File: src/alm_pkg.sv
`default_nettype none

package alm_pkg;

  // configuration port
  localparam int CFG_IDX_W  = 2;
  localparam int CFG_DATA_W = 10;

  localparam logic [CFG_IDX_W-1:0] REG_NOISE_FLOOR  = 2'd0;
  localparam logic [CFG_IDX_W-1:0] REG_ATTACK_GAIN  = 2'd1;
  localparam logic [CFG_IDX_W-1:0] REG_RELEASE_GAIN = 2'd2;

  // register reset values
  localparam logic [9:0] NOISE_FLOOR_RST  = 10'd16;
  localparam logic [7:0] ATTACK_GAIN_RST  = 8'd128;
  localparam logic [7:0] RELEASE_GAIN_RST = 8'd64;

  // fixed field widths
  localparam int SAMPLE_IN_W = 10;
  localparam int SPAN_OUT_W  = 10;
  localparam int LEVEL_W     = 8;

  // divisors of the peak decay and the smoothing step
  localparam int PEAK_DECAY_DIV = 48;
  localparam int LEVEL_FULL     = 255;

endpackage

`default_nettype wire

File: src/alm_div.sv
`default_nettype none

// restoring divider, one quotient bit per cycle
module alm_div #(
  parameter int DW = 19,
  parameter int VW = 11
) (
  input  wire logic          clk_i,
  input  wire logic          rst_ni,
  input  wire logic          start_i,
  input  wire logic [DW-1:0] dividend_i,
  input  wire logic [VW-1:0] divisor_i,
  output logic               done_o,
  output logic [DW-1:0]      quotient_o
);

  localparam int CNTW = $clog2(DW + 1);

  logic            busy_q;
  logic            done_q;
  logic [CNTW-1:0] cnt_q;
  logic [DW-1:0]   quo_q;
  logic [VW-1:0]   rem_q;
  logic [VW-1:0]   dsr_q;

  logic [VW:0]   rem_shift;
  logic [VW:0]   rem_diff;
  logic          fits;

  // one trial subtraction
  always_comb begin
    rem_shift = {rem_q, quo_q[DW-1]};
    rem_diff  = rem_shift - {1'b0, dsr_q};
    fits      = rem_shift >= {1'b0, dsr_q};
  end

  // control
  always_ff @(posedge clk_i or negedge rst_ni) begin
    if (!rst_ni) begin
      busy_q <= 1'b0;
      done_q <= 1'b0;
      cnt_q  <= '0;
    end else begin
      done_q <= 1'b0;
      if (start_i) begin
        busy_q <= 1'b1;
        cnt_q  <= CNTW'(DW);
      end else if (busy_q) begin
        cnt_q <= cnt_q - 1'b1;
        if (cnt_q == CNTW'(1)) begin
          busy_q <= 1'b0;
          done_q <= 1'b1;
        end
      end
    end
  end

  // datapath
  always_ff @(posedge clk_i) begin
    if (start_i) begin
      quo_q <= dividend_i;
      rem_q <= '0;
      dsr_q <= divisor_i;
    end else if (busy_q) begin
      rem_q <= fits ? rem_diff[VW-1:0] : rem_shift[VW-1:0];
      quo_q <= {quo_q[DW-2:0], fits};
    end
  end

  assign done_o     = done_q;
  assign quotient_o = quo_q;

endmodule

`default_nettype wire

File: src/audio_level_meter_top.sv
// per-frame level meter: a sample that does not close its frame leaves in_ready_o high
// a closing sample runs one scaling division on the divider (PW = max(SAMPLE_BITS + 1, 11)),
// stepping through peak update, scale, divider wait, multiply, step and done; the division
// is skipped when the span is at or below the floor
// in_ready_o stays low until the result is loaded, longer while the last one waits
// async active-low reset: registers at their defaults, frame and peak cleared
`default_nettype none

module audio_level_meter_top #(
  parameter int FRAME_SAMPLES = 64,
  parameter int SAMPLE_BITS   = 10
) (
  input  wire logic                                clk_i,
  input  wire logic                                rst_ni,
  input  wire logic                                in_valid_i,
  output logic                                     in_ready_o,
  input  wire logic [alm_pkg::SAMPLE_IN_W-1:0]     sample_i,
  input  wire logic                                frame_end_i,
  output logic                                     out_valid_o,
  input  wire logic                                out_ready_i,
  output logic [alm_pkg::LEVEL_W-1:0]              level_o,
  output logic [alm_pkg::SPAN_OUT_W-1:0]           span_o,
  input  wire logic                                cfg_valid_i,
  output logic                                     cfg_ready_o,
  input  wire logic [alm_pkg::CFG_IDX_W-1:0]       cfg_index_i,
  input  wire logic [alm_pkg::CFG_DATA_W-1:0]      cfg_data_i
);
  import alm_pkg::*;

  localparam int SB = SAMPLE_BITS;
  localparam int PW = (SB + 1 > 11) ? SB + 1 : 11;
  localparam int DW = PW + 8;
  localparam int CW = $clog2(FRAME_SAMPLES);
  localparam logic [CW-1:0] CNT_LAST = CW'(FRAME_SAMPLES - 1);
  // peak / 48 as ((peak >> 4) * 683) >> 11, exact for the peak range
  localparam int DECAY_W     = PW + 6;
  localparam int THIRD_RECIP = 683;

  localparam logic [2:0] ST_IDLE       = 3'd0;
  localparam logic [2:0] ST_PEAK_UPD   = 3'd1;
  localparam logic [2:0] ST_SCALE      = 3'd2;
  localparam logic [2:0] ST_SCALE_WAIT = 3'd3;
  localparam logic [2:0] ST_MUL        = 3'd4;
  localparam logic [2:0] ST_STEP       = 3'd5;
  localparam logic [2:0] ST_DONE       = 3'd6;

  logic [2:0]         state_q, state_d;
  logic [9:0]         nf_q;
  logic [7:0]         attack_q;
  logic [7:0]         release_q;
  logic [SB-1:0]      min_q;
  logic [SB-1:0]      max_q;
  logic [CW-1:0]      cnt_q;
  logic [PW-1:0]      peak_q;
  logic [PW-1:0]      span_q;
  logic [7:0]         target_q;
  logic [7:0]         lvl_q;
  logic [7:0]         lvl_next_q;
  logic               down_q;
  logic [15:0]        prod_q;
  logic               out_valid_q;
  logic [SPAN_OUT_W-1:0] span_out_q;

  logic [SB-1:0]      smp;
  logic [SB-1:0]      min_n;
  logic [SB-1:0]      max_n;
  logic               in_acc;
  logic               closes;
  logic [PW-1:0]      nf;
  logic [PW-1:0]      floor2;
  logic [DECAY_W-1:0] decay_prod;
  logic [PW-1:0]      decay;
  logic [PW-1:0]      peak_pre;
  logic               above_nf;
  logic [DW-1:0]      excess;
  logic               up;
  logic [7:0]         mag;
  logic [7:0]         gain;
  logic [15:0]        prod;
  logic [15:0]        step_sum;
  logic [7:0]         step;
  logic               out_load;

  logic               div_start;
  logic [DW-1:0]      div_dividend;
  logic [PW-1:0]      div_divisor;
  logic               div_done;
  logic [DW-1:0]      div_quo;

  alm_div #(
    .DW(DW),
    .VW(PW)
  ) u_div (
    .clk_i      (clk_i),
    .rst_ni     (rst_ni),
    .start_i    (div_start),
    .dividend_i (div_dividend),
    .divisor_i  (div_divisor),
    .done_o     (div_done),
    .quotient_o (div_quo)
  );

  // per-sample min/max and frame close
  always_comb begin
    smp    = SB'(sample_i);
    min_n  = (smp < min_q) ? smp : min_q;
    max_n  = (smp > max_q) ? smp : max_q;
    in_acc = in_valid_i && in_ready_o;
    closes = frame_end_i || (cnt_q == CNT_LAST);
  end

  // frame-end arithmetic around the divider
  always_comb begin
    nf         = PW'(nf_q);
    floor2     = PW'({nf_q, 1'b0});
    decay_prod = DECAY_W'(peak_q[PW-1:4]) * DECAY_W'(THIRD_RECIP);
    decay      = PW'(decay_prod >> 11);
    peak_pre   = (span_q > peak_q) ? span_q : (peak_q - decay);
    above_nf   = span_q > nf;
    excess     = DW'(span_q - nf);
    up         = target_q > lvl_q;
    mag        = up ? (target_q - lvl_q) : (lvl_q - target_q);
    gain       = up ? attack_q : release_q;
    prod       = mag * gain;
    // product / 255, truncated, exact for an 8 by 8 bit product
    step_sum   = prod_q + {8'd0, prod_q[15:8]} + 16'd1;
    step       = step_sum[15:8];
    out_load   = (state_q == ST_DONE) && (!out_valid_q || out_ready_i);
  end

  // divider operands: span excess times 255 over peak above the floor
  always_comb begin
    div_start    = (state_q == ST_SCALE) && above_nf;
    div_dividend = (excess << 8) - excess;
    div_divisor  = (peak_q > nf) ? (peak_q - nf) : PW'(1);
  end

  // sequencer
  always_comb begin
    state_d = state_q;
    case (state_q)
      ST_IDLE:       if (in_acc && closes) state_d = ST_PEAK_UPD;
      ST_PEAK_UPD:   state_d = ST_SCALE;
      ST_SCALE:      state_d = above_nf ? ST_SCALE_WAIT : ST_MUL;
      ST_SCALE_WAIT: if (div_done) state_d = ST_MUL;
      ST_MUL:        state_d = ST_STEP;
      ST_STEP:       state_d = ST_DONE;
      ST_DONE:       if (out_load) state_d = ST_IDLE;
      default:       state_d = ST_IDLE;
    endcase
  end

  // control and state registers
  always_ff @(posedge clk_i or negedge rst_ni) begin
    if (!rst_ni) begin
      state_q     <= ST_IDLE;
      nf_q        <= NOISE_FLOOR_RST;
      attack_q    <= ATTACK_GAIN_RST;
      release_q   <= RELEASE_GAIN_RST;
      min_q       <= '1;
      max_q       <= '0;
      cnt_q       <= '0;
      peak_q      <= '0;
      lvl_q       <= '0;
      out_valid_q <= 1'b0;
    end else begin
      state_q <= state_d;

      // configuration writes
      if (cfg_valid_i && cfg_ready_o) begin
        case (cfg_index_i)
          REG_NOISE_FLOOR:  nf_q      <= cfg_data_i[9:0];
          REG_ATTACK_GAIN:  attack_q  <= cfg_data_i[7:0];
          REG_RELEASE_GAIN: release_q <= cfg_data_i[7:0];
          default: begin
          end
        endcase
      end

      // frame tracking
      if (in_acc) begin
        if (closes) begin
          min_q <= '1;
          max_q <= '0;
          cnt_q <= '0;
        end else begin
          min_q <= min_n;
          max_q <= max_n;
          cnt_q <= cnt_q + 1'b1;
        end
      end

      // peak decay and floor
      if (state_q == ST_PEAK_UPD) begin
        peak_q <= (peak_pre < floor2) ? floor2 : peak_pre;
      end

      // result hand-off
      if (out_load) begin
        lvl_q       <= lvl_next_q;
        out_valid_q <= 1'b1;
      end else if (out_ready_i) begin
        out_valid_q <= 1'b0;
      end
    end
  end

  // payload registers
  always_ff @(posedge clk_i) begin
    if (in_acc && closes) begin
      span_q <= PW'(max_n - min_n);
    end
    if (state_q == ST_SCALE && !above_nf) begin
      target_q <= '0;
    end
    if (state_q == ST_SCALE_WAIT && div_done) begin
      target_q <= (|div_quo[DW-1:8]) ? 8'hFF : div_quo[7:0];
    end
    if (state_q == ST_MUL) begin
      down_q <= !up;
      prod_q <= prod;
    end
    if (state_q == ST_STEP) begin
      lvl_next_q <= down_q ? (lvl_q - step) : (lvl_q + step);
    end
    if (out_load) begin
      span_out_q <= SPAN_OUT_W'(span_q);
    end
  end

  assign in_ready_o  = (state_q == ST_IDLE);
  assign cfg_ready_o = 1'b1;
  assign out_valid_o = out_valid_q;
  assign level_o     = lvl_q;
  assign span_o      = span_out_q;

endmodule

`default_nettype wire

File: config.mk
export PLATFORM = sky130hd
export DESIGN_NAME = audio_level_meter_top
export DESIGN_NICKNAME = d
export VERILOG_FILES = /design/src/alm_pkg.sv /design/src/alm_div.sv /design/src/audio_level_meter_top.sv
export SDC_FILE = /design/constraint.sdc
export NUM_CORES = 1
export LEC_CHECK = 0
export ABC_AREA = 1
export BUFFER_PORTS_ARGS = -buffer_cell sky130_fd_sc_hd__buf_2
export CORE_ASPECT_RATIO = 1.4
export CORE_UTILIZATION = 56
export DETAILED_ROUTE_END_ITERATION = 8
export PLACE_DENSITY = 0.86
export SKIP_CTS_REPAIR_TIMING = 1
export SLEW_MARGIN = 30
export SYNTH_ARGS = -nofsm -noshare
export SYNTH_HDL_FRONTEND = slang
export SYNTH_SLANG_ARGS = --single-unit
File: constraint.sdc
create_clock -name clk_i -period 6 [get_ports clk_i]
set_input_delay 0.6 -clock clk_i [delete_from_list [all_inputs] [get_ports clk_i]]
set_output_delay 0.6 -clock clk_i [all_outputs]
set_load 0.03 [all_outputs]
Yosys cells after proc, flatten, opt, wreduce, memory -nomap -nowiden. Cells that the tools add are included.

Memories: 0. Output and inout port bits: 21. Memory bits (read-only): 0. Latch bits: 0. Input port bits: 28. Register bits after elaboration: 177. Bits in writable memories: 0.

Bitwise gates (word level): 0. Add/sub/neg operators: 14. $lt $le $gt $ge: 8. Div/mod/pow operators: 0. Shifts and indexed selects: 0. Multiplexer cells: 31. Reduce and logical (&&, ||, !) cells: 21. Equal/unequal tests: 13. Multiply operators: 2.

Operators with widths (number): 2-to-1 mux 8 bit (6); 2-to-1 mux 10 bit (4); 2-to-1 mux 19 bit (2); 2-to-1 mux 11 bit (3); subtractor 8 bit (3); > comparator 11 x 10 -> 1 bit (2); one-hot mux 3 bit (7 select lines) (1); subtractor 19 bit (1); multiplier 7 x 10 -> 17 bit (second input constant) (1); adder 16 x 1 -> 16 bit (second input constant) (1); adder 16 x 8 -> 16 bit (1); multiplier 8 x 8 -> 16 bit (1); greater-or-equal comparator 12 x 11 -> 1 bit (1); 2-to-1 mux 3 bit (4); subtractor 11 x 10 -> 12 bit (1); > comparator 11 bit (1); less-than comparator 11 bit (1); OR reduction 11 bit (1); subtractor 10 x 10 -> 11 bit (1); subtractor 11 x 10 -> 11 bit (1); subtractor 11 bit (1); subtractor 11 x 6 -> 11 bit (1); > comparator 10 bit (1); less-than comparator 10 bit (1); 24 further kinds (48).

Logic depth before layout (Yosys ltp). Gate-level depths: netlist of the first run.

Word-level depth: 5. Depth in mapped cells: 37. Gate-level depth less buffers: 36.

Cells and area by module. From an unflattened synthesis of the first run, not the netlist that was laid out.

Cells, all modules: 2099. Area total of the unflattened synthesis: 16320.7 um2.

Modules (own cells, without submodules): audio_level_meter_top (cells each 1755, times used 1, area an instance 13538.0 um2, sequential area each 3514.6 um2); alm_div (cells each 344, times used 1, area an instance 2782.7 um2, sequential area each 1296.2 um2).

Least setup slack after synthesis of the first run. OpenSTA, ideal clock, no wires.

Path kind: register to register. Start point: reg peak_q[10]. End point: reg peak_q[10]. Library setup time: 118 ps. Stages on the path, launching flop included: 33. Period minus slack after synthesis: 5994 ps. Path slack: 6 ps. Data required time: 5882 ps. Data arrival time: 5876 ps. Path through: dfrtp_1 ha_1 fa_1 inv_1 fa_1 inv_1 fa_1 ha_1 nand2_1 nand2_1 o211ai_1 nand2_1 nand2_1 nand2_1 xor2_1 ha_1 fa_1 o21ai_0 nand2_1 o21ai_0 inv_1 nor2_1 o21ai_0 o21ai_0 inv_1 ha_1 a21oi_1 o21a_1 o221a_2 clkbuf_1 nand3_1 nand3_1 nand2_1.

Word-level cells in the longest chain between the ends: 5. Elaborated cells between the ends (all ways): 6. Classes of those cells: 1 x add/sub; 1 x mul; 2 x order compare; 2 x mux.

Ends and longest elaborated chain: start, declared (RTL line audio_level_meter_top.sv:54) `logic [PW-1:0] peak_q;`; start signal, assigned (RTL line audio_level_meter_top.sv:195) `peak_q <= (peak_pre < floor2) ? floor2 : peak_pre;`; multiplier 7 x 10 -> 17 bit (RTL line audio_level_meter_top.sv:116) `decay_prod = DECAY_W'(peak_q[PW-1:4]) * DECAY_W'(THIRD_RECIP);`; subtractor 11 x 6 -> 11 bit (RTL line audio_level_meter_top.sv:118) `peak_pre = (span_q > peak_q) ? span_q : (peak_q - decay);`; 2-to-1 mux 11 bit * (RTL line audio_level_meter_top.sv:118); less-than comparator 11 bit (RTL line audio_level_meter_top.sv:195); 2-to-1 mux 11 bit * (RTL line audio_level_meter_top.sv:195).

Mark *: on every way between the ends. The rest lies on a longest branch, timed or not. A chain may end at the register's enable or synchronous reset.

Final worst setup path of the first run.
Start point: reg peak_q[8]. End point: reg peak_q[5].

The elaborated chain is that of the path after synthesis.

==> metrics.csv, run 1 <==
stage,metric,value,unit
synthesis,number of synthesized flops with an enable pin,84,
finish,"Net count, final",2436,
sta,fin crit period,6.02,ns
clocking,H-tree depth,4,
sta,final hold vios,0,
floorplanning,die height,201,um
worst_setup_path,CP most frequent cell,nand2_1,
grt,pin count of the biggest net entering global routing,54,
worst_setup_path,Critical Path Sink Type,register,
synthesis,ys async rst share,46.3,%
sta,Layout Skew,0.0132,ns
floorplanning,core footprint,0.0277,mm2
worst_setup_path,WS Path Type,reg -> reg,
floorplanning,I/O pin cnt,49,
finish,final core utilization,65.1,%
run_status,status,"complete, but fails checks",
floorplanning,Initial Util,57.4,%
synthesis,syn avg cell area,7.85,um2
route,DRC,0,
synthesis,Synthesis Warnings,0,
route,via count,13909,
worst_setup_path,worst setup path start,peak_q[8]$_DFFE_PN0P_,
worst_setup_path,max incr delay on CP,0.51,ns
synthesis,post-synthesis cell area,0.0159,mm2
grt,Congestion Overflow GR,0,
sta,setup TNS,-0.0390,ns
power_and_ir_drop,Peak VDD IR,238,uV
synthesis,Syn Inst Count,2028,
route,drt pass-1 iters,5,
synthesis,post-synthesis sequential element count,177,
clocking,clock root buffer master,clkbuf_16,
power_and_ir_drop,static leakage,9.38,nW
grt,vias in the first global route,13951,
worst_setup_path,worst path required time,6.34,ns
clocking,clock buffer depth,2,
grt,GR Util All Layers,27.6,%
route,initial drt markers,784,
sta,Final WS setup,-0.0185,ns
clocking,clock sinks,177,
floorplanning,row count,72,
floorplanning,die footprint,0.0291,mm2
route,Post-DRT Antenna Nets,0,
sta,RSZ-0062 raised after global routing,true,
synthesis,Synth cell types,60,
synthesis,sequential share of the synthesized area,30.2,%
sta,Final period util,100,%
clocking,CTS tree,done,
sta,fin. max-slew vios,0,
worst_setup_path,Crit path arrival time,6.36,ns
clocking,Num CTS Buffers,17,
finish,Fillers,2206,
route,drt wl/cell,15.5,um
sta,WHS,0.0967,ns
placement,placed cell count,2487,
grt,first-pass GRT wire length,63200,um
sta,fmax,166,MHz
finish,Area Growth Syn to Fin,13.5,%
hold_path,HP Class,in -> async,
flow_run,Max-cap violations,0,
route,number of vias per cell,5.50,
placement,I/O Buffers,47,
floorplanning,Die Span X,144,um
power_and_ir_drop,Pwr Density,255,mW/mm2
worst_setup_path,Startpoint Class,register,
worst_setup_path,critical-path maximum fanout,7,
sta,Worst slew margin,46.9,%
grt,initial antenna violation count,0,
placement,dpl hpwl,30700,um
finish,"commonest non-fill, non-tap cell in the layout",nand2_1,
sta,Worst Max-Slew Pin Slew,0.795,ns
synthesis,Synth Flop Type,edfxtp_1,
finish,fin cells,2529,
finish,n_diodes,0,
sta,Final Setup Violations,3,
clocking,Clock Latency Late Sink,0.45,ns
placement,Final GP Congestion,0.915,
clocking,clock transition at the registers of the reported paths,0.07,ns
power_and_ir_drop,Tot Pwr,0.00461,W
finish,share of cells above drive strength 1,14.3,%
worst_setup_path,Crit-path slowest cell,fa_1,
route,DRT Wirelength,39100,um
run_status,failing checks,setup timing,
finish,"commonest non-fill, non-tap cells in the layout","426 x nand2_1, 353 x inv_1, 195 x ha_1, 122 x nor2_1, 114 x o21ai_0",
synthesis,Post-Syn Nets,2318,
worst_setup_path,Worst R2R Start,peak_q[8]$_DFFE_PN0P_,
==> cell usage after synthesis (11+ instances only) <==
| master | n | area share [%] |
|---|---|---|
| a21oi_1 | 117 | 3.7 |
| clkbuf_1 | 12 | 0.28 |
| dfrtp_1 | 69 | 11 |
| dfstp_2 | 13 | 2.1 |
| dfxtp_1 | 11 | 1.4 |
| edfxtp_1 | 84 | 16 |
| fa_1 | 54 | 6.8 |
| ha_1 | 208 | 16 |
| inv_1 | 366 | 8.6 |
| inv_2 | 11 | 0.26 |
| nand2_1 | 440 | 10 |
| nand3_1 | 106 | 3.3 |
| nand4_1 | 17 | 0.67 |
| nor2_1 | 131 | 3.1 |
| nor3_1 | 20 | 0.63 |
| o211ai_1 | 11 | 0.52 |
| o21a_1 | 13 | 0.61 |
| o21ai_0 | 127 | 4.0 |
| o21ai_1 | 15 | 0.47 |
| o22ai_1 | 20 | 0.79 |
| xnor2_1 | 15 | 0.83 |
| xor2_1 | 50 | 2.8 |
==> metal layers <==
layer	share of wire, %	routed length [um]	vias to the layer above	GRT usage, %
li1	-	-	6873	-
met1	37	14500	6585	28.0
met2	54	21000	316	52.2
met3	3.7	1430	135	3.76
met4	5.5	2150	0	16.2
met5	0	0	-	0
==> worst paths after layout <==
| check | endpoint | slack, ns | cells after the start |
|---|---|---|---|
| max in group asynchronous | peak_q[9]$_DFFE_PN0P_ | 4.80 | 2 |
| worst min register to register | level_o[5]$_DFFE_PN0P_ | 0.46 | 2 |
| min in group clk_i | nf_q[9]$_DFFE_PN0P_ | 0.42 | 3 |
| worst max-delay path | peak_q[5]$_DFFE_PN0P_ | -0.02 | 33 |
| worst min-delay path | cnt_q[2]$_DFFE_PN0P_ | 0.1 | 1 |
| worst max register to register | peak_q[5]$_DFFE_PN0P_ | -0.02 | 33 |
==> stage by stage <==
stage | area, um2 | worst slack (ns)
6_report | 18100 | -0.0185
5_1_grt | 18100 | -0.377
4_1_cts | 17600 | -0.403
3_5_place_dp | 17000 | -0.379
3_3_place_gp | 17000 | -0.154
2_1_floorplan | 15900 | 0.00637
==> area by class of cell <==
class / count / area [um2] / area share, %
Clock inverter: 7 / 72.6 / 0.401
Tap cell: 370 / 463 / 2.56
Clock buffer: 25 / 508 / 2.81
Inverter: 379 / 1430 / 7.90
Sequential cell: 177 / 4810 / 26.6
Multi-Input combinational cell: 1443 / 9920 / 54.9
Timing Repair Buffer: 128 / 872 / 4.82
==> cell families after synthesis <==
family	synth area share, %
multiplexers	0.126
AO/OA/AOI/OAI	12.4
buffers and inverters	9.93
XOR/XNOR	3.78
other	0.0236
AND/OR/NAND/NOR	20.3
flip-flops	30.2
adder cells (fa/ha/maj)	23.1
==> sequential cells by signal, indices dropped and copies added, names as in the netlist, 10 cells and up <==
register          cells
peak_q               11
u_div.dsr_q          11
span_q               11
min_q                10
max_q                10
prod_q               16
span_o               10
nf_q                 10
u_div.rem_q          11
u_div.quotient_o     19
==> power by group <==
group	internal, W	total (W)	switching, W
registers	0.00136	0.00138	0.0000227
logic	0.000898	0.00212	0.00122
clock network	0.000634	0.00111	0.000477
total	0.00289	0.00461	0.00172
==> critical path, delay by kind of cell (launching register included) <==
kind                       cells  cell delay [ns]
xor gates and xnor gates       2             0.35
AOI/OAI and AO/OA              7             1.16
and+or+nand+nor               12             1.06
DFF                            1             0.44
adders and majority gates      7             2.35
buffers and inverters          5             0.54
Note: power is estimated with default switching activity, not from simulation.
==> run 2, diff against run 1 <==
--- a/config.mk
+++ b/config.mk
@@ -6,11 +6,11 @@
 export NUM_CORES = 1
 export LEC_CHECK = 0
 export ABC_AREA = 1
-export BUFFER_PORTS_ARGS = -buffer_cell sky130_fd_sc_hd__buf_2
 export CORE_ASPECT_RATIO = 1.4
 export CORE_UTILIZATION = 56
 export DETAILED_ROUTE_END_ITERATION = 8
-export PLACE_DENSITY = 0.86
+export DONT_BUFFER_PORTS = 1
+export PLACE_DENSITY = 0.78
 export SKIP_CTS_REPAIR_TIMING = 1
 export SLEW_MARGIN = 30
 export SYNTH_ARGS = -nofsm -noshare
==> metrics.csv, run 2 (same netlist as run 1, synthesis figures left out) <==
stage,metric,value,unit
finish,area of the multi-input gates,0.0100,mm2
floorplanning,die height,201,um
grt,Congestion Overflow GR,0,
sta,fmax,165,MHz
sta,WHS,0.0464,ns
placement,Final GP Congestion,0.940,
power_and_ir_drop,Reg power frac,29.3,%
floorplanning,row count,72,
sta,Final WS setup,-0.0740,ns
floorplanning,Die Span X,144,um
power_and_ir_drop,internal power,0.00297,W
power_and_ir_drop,static leakage,9.33,nW
worst_setup_path,Startpoint Class,register,
worst_setup_path,Crit path arrival time,6.42,ns
placement,dpl hpwl,30300,um
worst_setup_path,CP most frequent cell,nand2_1,
finish,Area Growth Syn to Fin,14.2,%
flow_run,Max-cap violations,0,
clocking,clock sinks,177,
placement,pre-CTS setup slack,-0.237,ns
sta,final hold vios,0,
finish,share of cells above drive strength 1,13.9,%
power_and_ir_drop,Peak VDD IR,225,uV
grt,GR Util All Layers,27.4,%
finish,max reg flops,19,
clocking,H-tree depth,4,
worst_setup_path,WS Path Type,reg -> reg,
finish,Fillers,2337,
hold_path,HP Class,in -> async,
sta,RSZ-0062 raised after global routing,true,
worst_setup_path,Crit-path slowest cell,fa_1,
sta,Worst Max-Slew Pin Slew,0.823,ns
grt,vias in the first global route,13828,
run_status,status,"complete, but fails checks",
sta,Final period util,101,%
power_and_ir_drop,clock share of power,25.3,%
worst_setup_path,worst setup path start,peak_q[10]$_DFFE_PN0P_,
worst_setup_path,max incr delay on CP,0.52,ns
finish,n_diodes,0,
grt,initial antenna violation count,0,
floorplanning,I/O pin cnt,49,
sta,Final Setup Violations,11,
clocking,clock transition at the registers of the reported paths,0.07,ns
route,initial drt markers,604,
route,via count,13790,
route,DRT Wirelength,39200,um
clocking,clock buffer depth,2,
finish,"Net count, final",2413,
route,DRC,0,
finish,"commonest non-fill, non-tap cell in the layout",nand2_1,
route,drt pass-1 iters,5,
placement,I/O Buffers,0,
floorplanning,core footprint,0.0277,mm2
sta,Worst slew margin,45.0,%
route,number of vias per cell,5.50,
run_status,failing checks,setup timing,
route,drt wl/cell,15.6,um
power_and_ir_drop,switching pwr,0.00172,W
power_and_ir_drop,sw frac,36.7,%
grt,first-pass GRT wire length,62700,um
sta,fin crit period,6.07,ns
clocking,Num CTS Buffers,17,
grt,pin count of the biggest net entering global routing,83,
finish,"commonest non-fill, non-tap cells in the layout","424 x nand2_1, 353 x inv_1, 193 x ha_1, 121 x nor2_1, 114 x o21ai_0",
clocking,clock root buffer master,clkbuf_16,
sta,Layout Skew,0.0129,ns
sta,fin. max-slew vios,0,
route,Post-DRT Antenna Nets,0,
worst_setup_path,worst path required time,6.34,ns
floorplanning,Initial Util,57.4,%
clocking,CTS tree,done,
floorplanning,die footprint,0.0291,mm2
worst_setup_path,critical-path maximum fanout,6,
worst_setup_path,Worst R2R Start,peak_q[10]$_DFFE_PN0P_,
worst_setup_path,Critical Path Sink Type,register,
power_and_ir_drop,power share of the combinational group,45.4,%
finish,Register Area,0.00481,mm2
clocking,Clock Latency Late Sink,0.46,ns
power_and_ir_drop,Pwr Density,258,mW/mm2
-- run 2: changes by cell type in the layout (fill, tap and decap cells not counted), moves of 3 or more --
| cell | delta |
|---|---|
| buf_2 | -46 |
| buf_4 | +20 |
| a21oi_1 | -4 |
| o21ai_2 | -4 |
| o21ai_4 | +4 |
| a21oi_2 | +3 |
| clkbuf_1 | -3 |
-- run 2: path summary, 6_finish.rpt --
path                            cells past startpoint                endpoint  slack, ns
worst max-delay path                               34  peak_q[10]$_DFFE_PN0P_      -0.07
worst min-delay path                                1     nf_q[6]$_DFFE_PN0P_       0.05
worst max register to register                     34  peak_q[10]$_DFFE_PN0P_      -0.07
worst min register to register                      2  level_o[4]$_DFFE_PN0P_       0.47
max in group asynchronous                           1    min_q[0]$_DFFE_PN1P_       4.87
min in group clk_i                                  2     nf_q[9]$_DFFE_PN0P_       0.31
-- run 2: critical path: cells and delay by family, from the launching register on --
kind                     cells  cell delay (ns)
AND/OR/NAND/NOR             14             1.37
adder cells (fa/ha/maj)      7             2.45
buffers and inverters        5             0.39
flip-flops                   1             0.43
XOR/XNOR                     2             0.35
AO/OA/AOI/OAI                6             0.96
-- run 2: final cells by class --
cell class / count / area share (%)
tap: 370 / 2.55
clock buffer: 20 / 2.52
inverter: 379 / 7.85
clock inverter: 12 / 0.929
sequential: 177 / 26.5
timing repair buffer: 105 / 4.70
multi-input combinational: 1443 / 55.0
-- run 2: metrics by stage --
step | instance area [um2] | total power (W) | util (%) | cells | TNS (ns)
after floorplan | 15900 | 0.00270 | - | 2028 | 0
after global placement | 16900 | 0.00317 | 60.8 | 2451 | -1.11
after detailed placement | 16900 | 0.00323 | 60.8 | 2451 | -2.56
after CTS | 17500 | 0.00444 | 63.0 | 2483 | -2.86
after global routing | 18200 | 0.00500 | 65.5 | 2506 | -4.42
final | 18200 | 0.00470 | 65.5 | 2506 | -0.617
-- run 2: routing by layer --
metal  share of wire (%)  GRT usage (%)  vias up
li1                    -              -     6807
met1                  37           27.8     6480
met2                  53           51.3      354
met3                 3.5           3.93      149
met4                 6.2           17.2        0
met5                   0              0        -
-- run 2: power groups by stage --
stage               combinational [W]  clock [W]  sequential, W
global placement              0.00177          0        0.00140
global route                  0.00237    0.00125        0.00138
finish                        0.00213    0.00119        0.00138
CTS                           0.00186    0.00121        0.00138
detailed placement            0.00183          0        0.00140
floorplan                     0.00130          0        0.00140
